File: config.mk
export PLATFORM = sky130hd
export DESIGN_NAME = cpu8_execute_unit
export DESIGN_NICKNAME = d
export VERILOG_FILES = /design/src/hw/rtl/cpu8_pkg.sv /design/src/hw/rtl/cpu8_datapath.sv /design/src/hw/rtl/cpu8_ctrl.sv /design/src/hw/rtl/cpu8_execute_unit.sv
export SDC_FILE = /design/constraint.sdc
export NUM_CORES = 1
export LEC_CHECK = 0
export ABC_AREA = 1
export CORE_MARGIN = 2
export CORE_UTILIZATION = 60
export DETAILED_ROUTE_END_ITERATION = 8
export DONT_BUFFER_PORTS = 1
export GPL_TIMING_DRIVEN = 0
export PLACE_DENSITY_LB_ADDON = 0.25
export REMOVE_ABC_BUFFERS = 1
export SETUP_SLACK_MARGIN = 0.15
export SYNTH_ARGS = -nofsm -noshare
export SYNTH_HDL_FRONTEND = slang
export SYNTH_SLANG_ARGS = --single-unit
File: constraint.sdc
create_clock -name i_clk -period 4.73 [get_ports i_clk]
set_input_delay 0.473 -clock i_clk [delete_from_list [all_inputs] [get_ports i_clk]]
set_output_delay 0.473 -clock i_clk [all_outputs]
set_load 0.01 [all_outputs]
File: src/hw/rtl/cpu8_pkg.sv
`timescale 1ns / 1ps
// ----------------------------------------------------------------------------
// cpu8_pkg: shared types and operation codes of the execute stage
// Operation codes, flag bit positions and controller/datapath command types.
// ----------------------------------------------------------------------------
package cpu8_pkg;

    localparam int FuncW = 7;
    localparam int DataW = 8;
    localparam int AddrW = 16;

    localparam int FlC = 0;
    localparam int FlZ = 1;
    localparam int FlS = 2;
    localparam int FlV = 3;
    localparam int FlD = 4;

    localparam logic [FuncW-1:0] OP_STOP = 7'd1;
    localparam logic [FuncW-1:0] OP_LDA  = 7'd2;
    localparam logic [FuncW-1:0] OP_LDX  = 7'd3;
    localparam logic [FuncW-1:0] OP_LDY  = 7'd4;
    localparam logic [FuncW-1:0] OP_LDF  = 7'd5;
    localparam logic [FuncW-1:0] OP_STA  = 7'd6;
    localparam logic [FuncW-1:0] OP_STX  = 7'd7;
    localparam logic [FuncW-1:0] OP_STY  = 7'd8;
    localparam logic [FuncW-1:0] OP_TAX_A = 7'd9;
    localparam logic [FuncW-1:0] OP_TAY_A = 7'd10;
    localparam logic [FuncW-1:0] OP_TXA  = 7'd11;
    localparam logic [FuncW-1:0] OP_TXY  = 7'd12;
    localparam logic [FuncW-1:0] OP_TXSP = 7'd13;
    localparam logic [FuncW-1:0] OP_TXSS = 7'd14;
    localparam logic [FuncW-1:0] OP_TYA  = 7'd15;
    localparam logic [FuncW-1:0] OP_TYX  = 7'd16;
    localparam logic [FuncW-1:0] OP_TYDS = 7'd17;
    localparam logic [FuncW-1:0] OP_TYES = 7'd18;
    localparam logic [FuncW-1:0] OP_TSPX = 7'd19;
    localparam logic [FuncW-1:0] OP_TSSX = 7'd20;
    localparam logic [FuncW-1:0] OP_TDSY = 7'd21;
    localparam logic [FuncW-1:0] OP_TESY = 7'd22;
    localparam logic [FuncW-1:0] OP_INCA = 7'd23;
    localparam logic [FuncW-1:0] OP_INCX = 7'd24;
    localparam logic [FuncW-1:0] OP_INCY = 7'd25;
    localparam logic [FuncW-1:0] OP_INCM = 7'd26;
    localparam logic [FuncW-1:0] OP_DECA = 7'd27;
    localparam logic [FuncW-1:0] OP_DECX = 7'd28;
    localparam logic [FuncW-1:0] OP_DECY = 7'd29;
    localparam logic [FuncW-1:0] OP_DECM = 7'd30;
    localparam logic [FuncW-1:0] OP_ADC  = 7'd31;
    localparam logic [FuncW-1:0] OP_SBB  = 7'd32;
    localparam logic [FuncW-1:0] OP_MUL  = 7'd33;
    localparam logic [FuncW-1:0] OP_DIV  = 7'd34;
    localparam logic [FuncW-1:0] OP_MOD  = 7'd35;
    localparam logic [FuncW-1:0] OP_AND  = 7'd36;
    localparam logic [FuncW-1:0] OP_OR   = 7'd37;
    localparam logic [FuncW-1:0] OP_XOR  = 7'd38;
    localparam logic [FuncW-1:0] OP_SHLA = 7'd39;
    localparam logic [FuncW-1:0] OP_SHLM = 7'd40;
    localparam logic [FuncW-1:0] OP_SHRA = 7'd41;
    localparam logic [FuncW-1:0] OP_SHRM = 7'd42;
    localparam logic [FuncW-1:0] OP_ROLA = 7'd43;
    localparam logic [FuncW-1:0] OP_ROLM = 7'd44;
    localparam logic [FuncW-1:0] OP_RORA = 7'd45;
    localparam logic [FuncW-1:0] OP_RORM = 7'd46;
    localparam logic [FuncW-1:0] OP_CMPA = 7'd47;
    localparam logic [FuncW-1:0] OP_CMPX = 7'd48;
    localparam logic [FuncW-1:0] OP_CMPY = 7'd49;
    localparam logic [FuncW-1:0] OP_JMP  = 7'd50;
    localparam logic [FuncW-1:0] OP_JC   = 7'd51;
    localparam logic [FuncW-1:0] OP_JNC  = 7'd52;
    localparam logic [FuncW-1:0] OP_JE   = 7'd53;
    localparam logic [FuncW-1:0] OP_JNE  = 7'd54;
    localparam logic [FuncW-1:0] OP_JS   = 7'd55;
    localparam logic [FuncW-1:0] OP_JNS  = 7'd56;
    localparam logic [FuncW-1:0] OP_JO   = 7'd57;
    localparam logic [FuncW-1:0] OP_JNO  = 7'd58;
    localparam logic [FuncW-1:0] OP_JA   = 7'd59;
    localparam logic [FuncW-1:0] OP_JNA  = 7'd60;
    localparam logic [FuncW-1:0] OP_JL   = 7'd61;
    localparam logic [FuncW-1:0] OP_JGE  = 7'd62;
    localparam logic [FuncW-1:0] OP_JG   = 7'd63;
    localparam logic [FuncW-1:0] OP_JNG  = 7'd64;
    localparam logic [FuncW-1:0] OP_LOOP = 7'd65;
    localparam logic [FuncW-1:0] OP_CLC  = 7'd67;
    localparam logic [FuncW-1:0] OP_CLZ  = 7'd68;
    localparam logic [FuncW-1:0] OP_CLS  = 7'd69;
    localparam logic [FuncW-1:0] OP_CLO  = 7'd70;
    localparam logic [FuncW-1:0] OP_CLD  = 7'd71;
    localparam logic [FuncW-1:0] OP_SEC  = 7'd72;
    localparam logic [FuncW-1:0] OP_SEZ  = 7'd73;
    localparam logic [FuncW-1:0] OP_SES  = 7'd74;
    localparam logic [FuncW-1:0] OP_SEO  = 7'd75;
    localparam logic [FuncW-1:0] OP_SED  = 7'd76;

    localparam int DivStepW = $clog2(DataW + 1);

    typedef struct packed {
        logic exec;      // run non-divider operation from latched request
        logic div_start; // load divider
        logic div_step;  // one restoring step
        logic div_done;  // commit divider result
    } t_cmd;

    typedef struct packed {
        logic is_div;    // latched request is divide or modulo with live run bit
        logic div_last;  // final divider step this cycle
    } t_sts;

endpackage

File: src/hw/rtl/cpu8_datapath.sv
`timescale 1ns / 1ps
// ----------------------------------------------------------------------------
// cpu8_datapath: register file, ALU and iterative divider
// Holds architectural state and the result register; acts on controller commands.
// ----------------------------------------------------------------------------
module cpu8_datapath (
    input  logic                          i_clk,
    input  logic                          i_rst_n,
    input  logic                          i_load,
    input  logic [cpu8_pkg::FuncW-1:0]    i_func,
    input  logic [cpu8_pkg::DataW-1:0]    i_operand,
    input  logic [cpu8_pkg::AddrW-1:0]    i_location,
    input  logic [cpu8_pkg::DataW-1:0]    i_mem_value,
    input  cpu8_pkg::t_cmd                i_cmd,
    output cpu8_pkg::t_sts                o_sts,
    output logic                          o_mem_write,
    output logic [cpu8_pkg::DataW-1:0]    o_mem_data,
    output logic                          o_pc_load,
    output logic [cpu8_pkg::AddrW-1:0]    o_pc_target,
    output logic [cpu8_pkg::DataW-1:0]    o_acc_out,
    output logic [cpu8_pkg::DataW-1:0]    o_xreg_out,
    output logic [cpu8_pkg::DataW-1:0]    o_yreg_out,
    output logic [cpu8_pkg::DataW-1:0]    o_flags_out,
    output logic                          o_halted
);
    import cpu8_pkg::*;

    logic [FuncW-1:0] r_func;
    logic [DataW-1:0] r_opd, r_mv;
    logic [AddrW-1:0] r_loc;
    logic [DataW-1:0] r_acc, r_x, r_y, r_sp, r_ss, r_ds, r_es, r_fl;
    logic             r_run;
    logic [DataW-1:0] r_quo, r_rem;
    logic [DivStepW-1:0] r_cnt;

    logic [DataW-1:0] n_acc, n_x, n_y, n_sp, n_ss, n_ds, n_es, n_fl;
    logic             n_run, n_wr, n_jmp;
    logic [DataW-1:0] n_wd;
    logic             c, z, s, v, take;
    logic [DataW:0]   sum, dif;
    logic [2*DataW-1:0] prod;
    logic [DataW-1:0] zsv;
    logic             zs_en;
    logic [DataW:0]   rem_sh, rem_tr;

    assign c = r_fl[FlC];
    assign z = r_fl[FlZ];
    assign s = r_fl[FlS];
    assign v = r_fl[FlV];

    assign o_sts.is_div   = r_run && (r_func == OP_DIV || r_func == OP_MOD);
    assign o_sts.div_last = (r_cnt == DivStepW'(DataW - 1));

    assign rem_sh = {r_rem, r_quo[DataW-1]};
    assign rem_tr = rem_sh - {1'b0, r_opd};

    always_comb begin
        logic [DataW-1:0] a_in;
        a_in = r_acc;
        case (r_func)
            OP_CMPX: a_in = r_x;
            OP_CMPY: a_in = r_y;
            default: a_in = r_acc;
        endcase
        n_acc = r_acc; n_x = r_x; n_y = r_y; n_sp = r_sp; n_ss = r_ss;
        n_ds = r_ds; n_es = r_es; n_fl = r_fl; n_run = r_run;
        n_wr = 1'b0; n_wd = '0; take = 1'b0; zs_en = 1'b0; zsv = '0;
        sum  = {1'b0, r_acc} + {1'b0, r_opd} + {{DataW{1'b0}}, c};
        dif  = {1'b0, a_in} - {1'b0, r_opd}
             - {{DataW{1'b0}}, (r_func == OP_SBB) & c};
        prod = r_acc * r_opd;
        if (r_run) begin
            case (r_func)
                OP_STOP: n_run = 1'b0;
                OP_LDA:  begin n_acc = r_opd; zsv = r_opd; zs_en = 1'b1; end
                OP_LDX:  begin n_x = r_opd; zsv = r_opd; zs_en = 1'b1; end
                OP_LDY:  begin n_y = r_opd; zsv = r_opd; zs_en = 1'b1; end
                OP_LDF:  n_fl = r_opd;
                OP_STA:  begin n_wr = 1'b1; n_wd = r_acc; end
                OP_STX:  begin n_wr = 1'b1; n_wd = r_x; end
                OP_STY:  begin n_wr = 1'b1; n_wd = r_y; end
                OP_TAX_A: begin n_acc = r_x; zsv = r_x; zs_en = 1'b1; end
                OP_TAY_A: begin n_acc = r_y; zsv = r_y; zs_en = 1'b1; end
                OP_TXA:  begin n_x = r_acc; zsv = r_acc; zs_en = 1'b1; end
                OP_TXY:  begin n_x = r_y; zsv = r_y; zs_en = 1'b1; end
                OP_TXSP: begin n_x = r_sp; zsv = r_sp; zs_en = 1'b1; end
                OP_TXSS: begin n_x = r_ss; zsv = r_ss; zs_en = 1'b1; end
                OP_TYA:  begin n_y = r_acc; zsv = r_acc; zs_en = 1'b1; end
                OP_TYX:  begin n_y = r_x; zsv = r_x; zs_en = 1'b1; end
                OP_TYDS: begin n_y = r_ds; zsv = r_ds; zs_en = 1'b1; end
                OP_TYES: begin n_y = r_es; zsv = r_es; zs_en = 1'b1; end
                OP_TSPX: begin n_sp = r_x; zsv = r_x; zs_en = 1'b1; end
                OP_TSSX: begin n_ss = r_x; zsv = r_x; zs_en = 1'b1; end
                OP_TDSY: begin n_ds = r_y; zsv = r_y; zs_en = 1'b1; end
                OP_TESY: begin n_es = r_y; zsv = r_y; zs_en = 1'b1; end
                OP_INCA: begin n_acc = r_acc + 1'b1; zsv = n_acc; zs_en = 1'b1; end
                OP_INCX: begin n_x = r_x + 1'b1; zsv = n_x; zs_en = 1'b1; end
                OP_INCY: begin n_y = r_y + 1'b1; zsv = n_y; zs_en = 1'b1; end
                OP_INCM: begin
                    n_wr = 1'b1; n_wd = r_mv + 1'b1; zsv = n_wd; zs_en = 1'b1;
                end
                OP_DECA: begin n_acc = r_acc - 1'b1; zsv = n_acc; zs_en = 1'b1; end
                OP_DECX: begin n_x = r_x - 1'b1; zsv = n_x; zs_en = 1'b1; end
                OP_DECY: begin n_y = r_y - 1'b1; zsv = n_y; zs_en = 1'b1; end
                OP_DECM: begin
                    n_wr = 1'b1; n_wd = r_mv - 1'b1; zsv = n_wd; zs_en = 1'b1;
                end
                OP_ADC: begin
                    n_acc = sum[DataW-1:0]; zsv = n_acc; zs_en = 1'b1;
                    n_fl[FlC] = sum[DataW];
                    n_fl[FlV] = (r_acc[DataW-1] == r_opd[DataW-1])
                             && (sum[DataW-1] != r_acc[DataW-1]);
                end
                OP_SBB, OP_CMPA, OP_CMPX, OP_CMPY: begin
                    if (r_func == OP_SBB) n_acc = dif[DataW-1:0];
                    zsv = dif[DataW-1:0]; zs_en = 1'b1;
                    n_fl[FlC] = dif[DataW];
                    n_fl[FlV] = (a_in[DataW-1] != r_opd[DataW-1])
                             && (dif[DataW-1] != a_in[DataW-1]);
                end
                OP_MUL: begin
                    n_acc = prod[DataW-1:0]; zsv = n_acc; zs_en = 1'b1;
                    n_fl[FlC] = |prod[2*DataW-1:DataW];
                end
                OP_AND: begin n_acc = r_acc & r_opd; zsv = n_acc; zs_en = 1'b1; end
                OP_OR:  begin n_acc = r_acc | r_opd; zsv = n_acc; zs_en = 1'b1; end
                OP_XOR: begin n_acc = r_acc ^ r_opd; zsv = n_acc; zs_en = 1'b1; end
                OP_SHLA, OP_ROLA: begin
                    n_fl[FlC] = r_acc[DataW-1];
                    n_acc = {r_acc[DataW-2:0], (r_func == OP_ROLA) & c};
                    zsv = n_acc; zs_en = 1'b1;
                end
                OP_SHRA, OP_RORA: begin
                    n_fl[FlC] = r_acc[0];
                    n_acc = {(r_func == OP_RORA) & c, r_acc[DataW-1:1]};
                    zsv = n_acc; zs_en = 1'b1;
                end
                OP_SHLM, OP_ROLM: begin
                    n_fl[FlC] = r_mv[DataW-1]; n_wr = 1'b1;
                    n_wd = {r_mv[DataW-2:0], (r_func == OP_ROLM) & c};
                    zsv = n_wd; zs_en = 1'b1;
                end
                OP_SHRM, OP_RORM: begin
                    n_fl[FlC] = r_mv[0]; n_wr = 1'b1;
                    n_wd = {(r_func == OP_RORM) & c, r_mv[DataW-1:1]};
                    zsv = n_wd; zs_en = 1'b1;
                end
                OP_DIV: begin
                    n_acc = (r_opd == '0) ? '1 : r_quo; zsv = n_acc; zs_en = 1'b1;
                end
                OP_MOD: begin
                    n_acc = (r_opd == '0) ? r_acc : r_rem; zsv = n_acc; zs_en = 1'b1;
                end
                OP_JMP: take = 1'b1;
                OP_JC:  take = c;
                OP_JNC: take = !c;
                OP_JE:  take = z;
                OP_JNE: take = !z;
                OP_JS:  take = s;
                OP_JNS: take = !s;
                OP_JO:  take = v;
                OP_JNO: take = !v;
                OP_JA:  take = !c && !z;
                OP_JNA: take = c || z;
                OP_JL:  take = s != v;
                OP_JGE: take = s == v;
                OP_JG:  take = !z && (s == v);
                OP_JNG: take = z || (s != v);
                OP_LOOP: if (r_y != '0) begin n_y = r_y - 1'b1; take = 1'b1; end
                OP_CLC: n_fl[FlC] = 1'b0;
                OP_CLZ: n_fl[FlZ] = 1'b0;
                OP_CLS: n_fl[FlS] = 1'b0;
                OP_CLO: n_fl[FlV] = 1'b0;
                OP_CLD: n_fl[FlD] = 1'b0;
                OP_SEC: n_fl[FlC] = 1'b1;
                OP_SEZ: n_fl[FlZ] = 1'b1;
                OP_SES: n_fl[FlS] = 1'b1;
                OP_SEO: n_fl[FlV] = 1'b1;
                OP_SED: n_fl[FlD] = 1'b1;
                default: ;
            endcase
            if (zs_en) begin
                n_fl[FlZ] = (zsv == '0);
                n_fl[FlS] = zsv[DataW-1];
            end
        end
        n_jmp = take;
    end

    always_ff @(posedge i_clk) begin
        if (i_load) begin
            r_func <= i_func; r_opd <= i_operand; r_loc <= i_location; r_mv <= i_mem_value;
        end
        if (i_cmd.div_start) begin
            r_quo <= r_acc; r_rem <= '0; r_cnt <= '0;
        end else if (i_cmd.div_step) begin
            r_cnt <= r_cnt + 1'b1;
            if (!rem_tr[DataW]) begin
                r_rem <= rem_tr[DataW-1:0];
                r_quo <= {r_quo[DataW-2:0], 1'b1};
            end else begin
                r_rem <= rem_sh[DataW-1:0];
                r_quo <= {r_quo[DataW-2:0], 1'b0};
            end
        end
        if (!i_rst_n) begin
            r_acc <= '0; r_x <= '0; r_y <= '0; r_sp <= '0; r_ss <= '0;
            r_ds <= '0; r_es <= '0; r_fl <= '0; r_run <= 1'b1;
            o_mem_write <= 1'b0; o_mem_data <= '0; o_pc_load <= 1'b0; o_pc_target <= '0;
        end else if (i_cmd.exec || i_cmd.div_done) begin
            r_acc <= n_acc; r_x <= n_x; r_y <= n_y; r_sp <= n_sp; r_ss <= n_ss;
            r_ds <= n_ds; r_es <= n_es; r_fl <= n_fl; r_run <= n_run;
            o_mem_write <= n_wr;
            o_mem_data  <= n_wd;
            o_pc_load   <= n_jmp;
            o_pc_target <= n_jmp ? r_loc : '0;
        end
    end

    assign o_acc_out   = r_acc;
    assign o_xreg_out  = r_x;
    assign o_yreg_out  = r_y;
    assign o_flags_out = r_fl;
    assign o_halted    = !r_run;

endmodule

File: src/hw/rtl/cpu8_ctrl.sv
`timescale 1ns / 1ps
// ----------------------------------------------------------------------------
// cpu8_ctrl: execute stage sequencer
// Takes requests, runs an exec step or the divider sequence, holds the result valid.
// ----------------------------------------------------------------------------
module cpu8_ctrl (
    input  logic           i_clk,
    input  logic           i_rst_n,
    input  logic           i_valid,
    output logic           o_ready,
    output logic           o_valid,
    input  logic           i_ready,
    output logic           o_load,
    output cpu8_pkg::t_cmd o_cmd,
    input  cpu8_pkg::t_sts i_sts
);
    import cpu8_pkg::*;

    typedef enum logic [2:0] {S_IDLE, S_DECODE, S_DIV, S_DONE, S_OUT} t_state;
    t_state r_state, n_state;
    logic   r_valid, n_valid;

    assign o_ready = i_rst_n && ((r_state == S_IDLE) || (r_state == S_OUT && i_ready));
    assign o_load  = i_valid && o_ready;
    assign o_valid = r_valid;

    always_comb begin
        n_state = r_state;
        n_valid = r_valid;
        o_cmd   = '0;
        case (r_state)
            S_IDLE: if (i_valid) n_state = S_DECODE;
            S_DECODE: begin
                if (i_sts.is_div) begin
                    o_cmd.div_start = 1'b1;
                    n_state = S_DIV;
                end else begin
                    o_cmd.exec = 1'b1;
                    n_valid = 1'b1;
                    n_state = S_OUT;
                end
            end
            S_DIV: begin
                o_cmd.div_step = 1'b1;
                if (i_sts.div_last) n_state = S_DONE;
            end
            S_DONE: begin
                o_cmd.div_done = 1'b1;
                n_valid = 1'b1;
                n_state = S_OUT;
            end
            S_OUT: if (i_ready) begin
                n_valid = 1'b0;
                n_state = i_valid ? S_DECODE : S_IDLE;
            end
            default: n_state = S_IDLE;
        endcase
    end

    always_ff @(posedge i_clk) begin
        if (!i_rst_n) begin
            r_state <= S_IDLE;
            r_valid <= 1'b0;
        end else begin
            r_state <= n_state;
            r_valid <= n_valid;
        end
    end

    a_valid_out: assert property (@(posedge i_clk) disable iff (!i_rst_n)
        r_valid == (r_state == S_OUT)) else $error("valid out of step with state");
    a_div_end: assert property (@(posedge i_clk) disable iff (!i_rst_n)
        (r_state == S_DIV && i_sts.div_last) |=> r_state == S_DONE)
        else $error("divider did not finish");
    a_one_cmd: assert property (@(posedge i_clk) disable iff (!i_rst_n)
        $onehot0(o_cmd)) else $error("conflicting commands");

endmodule

File: src/hw/rtl/cpu8_execute_unit.sv
`timescale 1ns / 1ps
// ----------------------------------------------------------------------------
// cpu8_execute_unit: execute stage of an 8-bit accumulator CPU
// Applies one decoded operation per request and reports its effects.
// ----------------------------------------------------------------------------
// Usage:
//   Input channel i_valid/o_ready carries func, operand, location and the
//   memory byte at location. Output channel o_valid/i_ready carries one
//   result per request: memory write, jump decision and A, X, Y, flags and
//   the halted bit after the operation.
//   While running, divide and modulo pass through the 8-step restoring
//   divider loop; other operations are applied straight from decode.
//   No new request is taken while the previous one is still in flight.
//   A new request is taken in the cycle its predecessor's result is taken.
//   Reset clears A, X, Y, SP, SS, DS, ES and flags, sets the run bit, drops o_valid.
//   While the receiver stalls the result holds and no request is taken.
//   After stop every request is ignored but still answered.
// ----------------------------------------------------------------------------
module cpu8_execute_unit (
    input  logic                          i_clk,
    input  logic                          i_rst_n,
    input  logic                          i_valid,
    output logic                          o_ready,
    input  logic [cpu8_pkg::FuncW-1:0]    i_func,
    input  logic [cpu8_pkg::DataW-1:0]    i_operand,
    input  logic [cpu8_pkg::AddrW-1:0]    i_location,
    input  logic [cpu8_pkg::DataW-1:0]    i_mem_value,
    output logic                          o_valid,
    input  logic                          i_ready,
    output logic                          o_mem_write,
    output logic [cpu8_pkg::DataW-1:0]    o_mem_data,
    output logic                          o_pc_load,
    output logic [cpu8_pkg::AddrW-1:0]    o_pc_target,
    output logic [cpu8_pkg::DataW-1:0]    o_acc_out,
    output logic [cpu8_pkg::DataW-1:0]    o_xreg_out,
    output logic [cpu8_pkg::DataW-1:0]    o_yreg_out,
    output logic [cpu8_pkg::DataW-1:0]    o_flags_out,
    output logic                          o_halted
);
    import cpu8_pkg::*;

    t_cmd cmd;
    t_sts sts;
    logic load;

    cpu8_ctrl u_ctrl (
        .i_clk, .i_rst_n, .i_valid, .o_ready, .o_valid, .i_ready,
        .o_load(load), .o_cmd(cmd), .i_sts(sts)
    );

    cpu8_datapath u_dp (
        .i_clk, .i_rst_n, .i_load(load), .i_func, .i_operand, .i_location,
        .i_mem_value, .i_cmd(cmd), .o_sts(sts), .o_mem_write, .o_mem_data,
        .o_pc_load, .o_pc_target, .o_acc_out, .o_xreg_out, .o_yreg_out,
        .o_flags_out, .o_halted
    );

endmodule
# Word level (Yosys, flattened, before mapping)

Index checks and enable logic that the tools add are counted.

Add/subtract/negate cells: 14
Multipliers: 1
Equality and inequality tests: 92
Muxes and demuxes: 46
Bitwise logic cells: 8
Reduce and logical (&&, ||, !) cells: 59

Operator list:

| operator              | number |
|---|---|
| $eq A7 B6 Y1 const B  | 32 |
| $pmux W8 S28          | 1 |
| $pmux W8 S15          | 1 |
| $eq A7 B5 Y1 const B  | 16 |
| $pmux W8 S7           | 2 |
| $eq A7 B7 Y1 const B  | 12 |
| $mux W8               | 9 |
| $pmux W8 S8           | 1 |
| $eq A7 B4 Y1 const B  | 8 |
| $reduce_or A44 Y1     | 1 |
| $reduce_and A3 Y1     | 13 |
| $add A8 B1 Y8 const B | 4 |
| $sub A8 B1 Y8 const B | 4 |
| $eq A7 B3 Y1 const B  | 4 |
| $logic_not A8 Y1      | 2 |
| $mul A8 B8 Y16        | 1 |
| $mux W1               | 16 |
| $mux W16              | 1 |
| $pmux W1 S16          | 1 |
| $pmux W8 S2           | 1 |
| $reduce_bool A8 Y1    | 2 |
| $pmux W3 S5           | 1 |
| $reduce_bool A15 Y1   | 1 |
| $eq A7 B2 Y1 const B  | 2 |
| 40 further kinds      | 84 |

Flip-flop bits (word level): 154
Logic and storage cells: 247

# Depth between registers and ports, before layout

Depth in word-level cells: 8
Depth in mapped cells: 27
Depth with buffers taken out: 25

# Cells and area by module

From an unflattened synthesis, not the netlist that was laid out.

Cell total of the unflattened synthesis: 2138
Area total of the unflattened synthesis: 13678.1 µm²

By module, submodules not included:

| module        | instances | cells an instance | area an instance (µm²) | seq. area each (µm²) |
|---|---|---|---|---|
| cpu8_datapath | 1         | 2099              | 13440.4                | 3473.3 |
| cpu8_ctrl     | 1         | 39                | 237.7                  | 80.1 |

# Worst setup path after synthesis

No wires, ideal clock.

Path kind: register to register
From: register u_dp.r_acc[2], in the netlist u_dp.o_acc_out[2]
To: register u_dp.r_fl[0], in the netlist u_dp.o_flags_out[0]
Data arrival time: 4.601 ns
Data required time: 4.598 ns
Slack: -0.004 ns
Stages on the path, launching flop included: 21
Path through: dfxtp_1 > clkbuf_1 > clkbuf_1 > nand2_1 > fa_1 > fa_1 > fa_1 > fa_1 > inv_1 > ha_1 > a21o_1 > a21boi_0 > nand2_1 > xor2_1 > or2_2 > nor2_1 > nand3_1 > nand2_1 > nand2_1 > nand2_1 > a21oi_1

Word-level cells in the longest chain between the ends: 4

Ends and longest elaborated chain:

| what                                                                   | RTL line             | source |
|---|---|---|
| from (decl)                                                            | cpu8_datapath.sv:31  | `logic [DataW-1:0] r_acc, r_x, r_y, r_sp, r_ss, r_ds, r_es, r_fl;` |
| from (signal assigned)                                                 | cpu8_datapath.sv:211 | `r_acc <= n_acc; r_x <= n_x; r_y <= n_y; r_sp <= n_sp; r_ss <= n_ss;` |
| parallel branches: the longest is 3 deep, another holds $mul A8 B8 Y16 | -                    |  |
| $pmux W1 S10 *                                                         | cpu8_datapath.sv:73  | `case (r_func)` |
| to (signal assigned)                                                   | cpu8_datapath.sv:212 | `r_ds <= n_ds; r_es <= n_es; r_fl <= n_fl; r_run <= n_run;` |
| to (decl)                                                              | cpu8_datapath.sv:31  |  |

Every way passes the cells marked *.
A chain may end at the register's enable or synchronous reset.

# Worst setup path after layout

From: register u_dp.r_opd[2]
To: register u_dp.r_fl[0], in the netlist u_dp.o_flags_out[0]

Word-level cells in the longest chain between the ends: 3

Ends and longest elaborated chain:

| what                                     | RTL line             | source |
|---|---|---|
| from (decl)                              | cpu8_datapath.sv:29  | `logic [DataW-1:0] r_opd, r_mv;` |
| from (signal assigned)                   | cpu8_datapath.sv:192 | `r_func <= i_func; r_opd <= i_operand; r_loc <= i_location; r_mv <= i_mem_value;` |
| $mul A8 B8 Y16 (tied with other cells)   | cpu8_datapath.sv:71  | `prod = r_acc * r_opd;` |
| $reduce_or A8 Y1 (tied with other cells) | cpu8_datapath.sv:123 | `n_fl[FlC] = \|prod[2*DataW-1:DataW];` |
| $pmux W1 S10 *                           | cpu8_datapath.sv:73  |  |

Mark *: on every way between the ends. The rest lies on a longest branch, timed or not.

==> results_dict.tcl <==
set metrics [dict create \
    status "complete, no violations" \
    p_per_area_mw_per_mm2 254 \
    cts_root_buffer "clkbuf_16" \
    grt_pass1_vias 13954 \
    synth_top_flop_cell "dfxtp_1" \
    critPathMaxStageDelay_ps 560 \
    hp-class "in -> reg" \
    pre_cts_ws_ps -1030 \
    grt_max_degree 53 \
    synth_edf_count 47 \
    async_reset_ff_frac 0 \
    start_kind "flop" \
    clk_pin_slew_worst_paths_ps 90 \
    synth_area_sq_mm 0.0136 \
    path_cells "buf_12, nand2_1, inv_1, fa_1, inv_1, fa_1, fa_1, fa_1, inv_2, ha_4, a21o_1, a21boi_2, nand2_4, xor2_1, or2_4, nor2_1, nand3_1, nand2_2, nand2_1, nand2_1, a21oi_2" \
    synthToLayoutAreaGrowth_pct 10.4 \
    rows 55 \
    via_count 15052 \
    slew_viol_final 0 \
    leakage_uw 0.00701 \
    grt_pass1_wl_um 80400 \
    ant_nets 0 \
    path_class "reg -> reg" \
    start_util 0.606 \
    slowest_stage "fa_1" \
    design_area_sq_mm 0.0151 \
    ios 104 \
    gp_congestion 1.09 \
    drive_gt1_frac 0.110 \
    h-tree-depth 4 \
    fillers 1984 \
    cp_data_required_time_ps 5040 \
    period_share 0.982 \
    ys_ff_latch 154 \
    r2r_slack_ps 80 \
    drc_errors 0 \
    tns_ps 0 \
    antenna_cells 0 \
    dp_hpwl_um 38500 \
    dr.pass1.iters 7 \
    fp.dieArea_sq_mm 0.0240 \
    yosys.area.top_type_share 0.157 \
    tritoncts "done" \
    path_delay_family "adder cells" \
    die_h_um 155 \
    crit_top_cell "fa_1" \
    cts_buffers 17 \
    antenna_found_initial 0 \
    crit_buf_inv 4 \
    dr.first_iter.drc_count 2087 \
    ir_drop_uv 275 \
    routed_wl_um 54200 \
    overflow 0 \
    fin_ws_ps 83.8 \
    ys_seq_area_frac 0.260 \
    maxCapViolations 0 \
    critPathMaxFanout 10 \
    clock-sinks 154 \
    fin_skew_ps 22.9 \
    setup_violations 0 \
    ys_types 60 \
    cts_buffer_depth 2 \
    postSynthAreaPerCell_sq_um 6.57 \
    mostFrequentLayoutCell "nand2_1" \
    design.core.area_sq_mm 0.0225 \
    fp.dieW_um 155 \
    yosys.area.top_type "dfxtp_1" \
    period_minus_slack_ps 4650 \
    hold_viol_final 0 \
    synthCells 2076 \
    crit_path_end_kind "flop" \
    nets 2243 \
    port_buffers 0 \
    slew_headroom 0.196 \
    synth_warnings 0 \
    critPathArrivalTime_ps 4950 \
    synthTopCellsByArea "dfxtp_1 (16%), nand2_1 (15%), edfxtp_1 (10%), ha_1 (7.4%), inv_1 (7.2%)" \
    grt_util_all_layers 0.443 \
    most-common-layout-cells "nand2_1 (534), inv_1 (248), nor2_1 (210)" \
    ctsHoldBuffers 0 \
    rsz0062_at_grt "true" \
    max_slew.worst_pin.slew_ps 1200 \
    placed_area_sq_mm 0.0137 \
    wl_per_cell_um 22.8 \
    clkLatencyLatePin_ps 450 \
    max_freq_ghz 0.215 \
    vias_per_cell 6.34 \
]
-- power breakdown --
part	leakage [uW]	internal, uW	total, uW	switching [uW]
clock	0.000294	721	1440	716
sequential	0.00131	1430	1510	87.9
combinational	0.00541	290	882	593
-- registers in the layout, indices dropped and copies added (netlist names), 3 cells and up --
register / cells
u_dp.o_flags_out: 8
u_dp.r_rem: 8
u_dp.o_pc_target: 16
u_dp.r_mv: 8
u_dp.r_loc: 16
u_dp.r_sp: 8
u_dp.r_ss: 8
u_dp.r_ds: 8
u_dp.r_opd: 8
u_dp.r_es: 8
u_dp.o_yreg_out: 8
u_dp.r_cnt: 4
u_ctrl.r_state: 3
u_dp.r_quo: 8
u_dp.o_xreg_out: 8
u_dp.o_mem_data: 8
u_dp.o_acc_out: 8
u_dp.r_func: 7
-- routing by layer --
metal  vias up  track usage  part of all wire
met1      6906        0.575              0.37
met4         0        0.243             0.064
met5         -            0                 0
met2      1062        0.673              0.43
met3       261        0.118              0.13
li1       6823            -                 -
-- final cells by class --
cell class	count	area, sq um	share of cell area
clock buffers	17	425	0.0282
clock inverters	15	188	0.0125
multi-input cells	1560	8990	0.597
inverters	300	1130	0.0752
flip-flops and latches	154	3580	0.238
repair buffers	45	389	0.0258
well taps	285	357	0.0237
-- metrics by stage --
stage | total power [uW] | util | std cells | hold slack (ps)
final | 3830 | 0.670 | 2376 | 107
after global routing | 3960 | 0.670 | 2376 | 105
after global placement | 2270 | 0.610 | 2299 | 430
after floorplan | 2070 | - | 2014 | 423
after detailed placement | 2300 | 0.610 | 2299 | 434
after CTS | 3760 | 0.658 | 2362 | 111
-- path summary, 6_finish.rpt --
check	cells past startpoint	end	start
max	21	u_dp.o_flags_out[0]	u_dp.r_opd[2]
min	0	u_dp.r_loc[9]	i_location[9]
max reg2reg	21	u_dp.o_flags_out[0]	u_dp.r_opd[2]
min reg2reg	2	u_dp.r_es[5]	u_dp.r_es[5]
-- cell usage after synthesis (11+ instances only) --
cell type,n
nand3_1,141
nand4_1,28
clkbuf_1,45
o22ai_1,32
o21ai_0,119
nor2_1,219
nand3b_1,12
dfxtp_1,107
a21oi_1,160
nor2_2,13
clkinv_1,12
inv_1,260
o21ai_1,16
inv_2,27
nand2_1,543
xor2_1,16
fa_1,41
nand2_2,11
nor3_1,26
ha_1,81
edfxtp_1,47
-- what timing repair did --
item                                    4_1_cts  5_1_grt
gates resized for setup                      54       44
pin swaps                                    22       46
buffers inserted                             31       14
endpoints found under the setup margin        5        5
-- cell families (layout without fill, tap and decap cells) --
| group | Yosys count | count (layout) | share of synthesized area |
|---|---|---|---|
| AOI/OAI and AO/OA | 385 | 385 | 0.158 |
| xor gates and xnor gates | 22 | 22 | 0.0141 |
| adders and majority gates | 122 | 122 | 0.134 |
| buffers and inverters | 362 | 377 | 0.103 |
| DFF | 154 | 154 | 0.260 |
| and+or+nand+nor | 1031 | 1031 | 0.330 |
-- worst reg2reg max path: cells and delay by family, from the launching register on --
kind / cells / cell delay, ps
adder cells (fa/ha/maj): 5 / 2260
AND/OR/NAND/NOR: 8 / 860
AO/OA/AOI/OAI: 3 / 440
flip-flops: 1 / 420
buffers and inverters: 4 / 360
XOR/XNOR: 1 / 160
No activity file was read; power rests on OpenSTA's default activity.
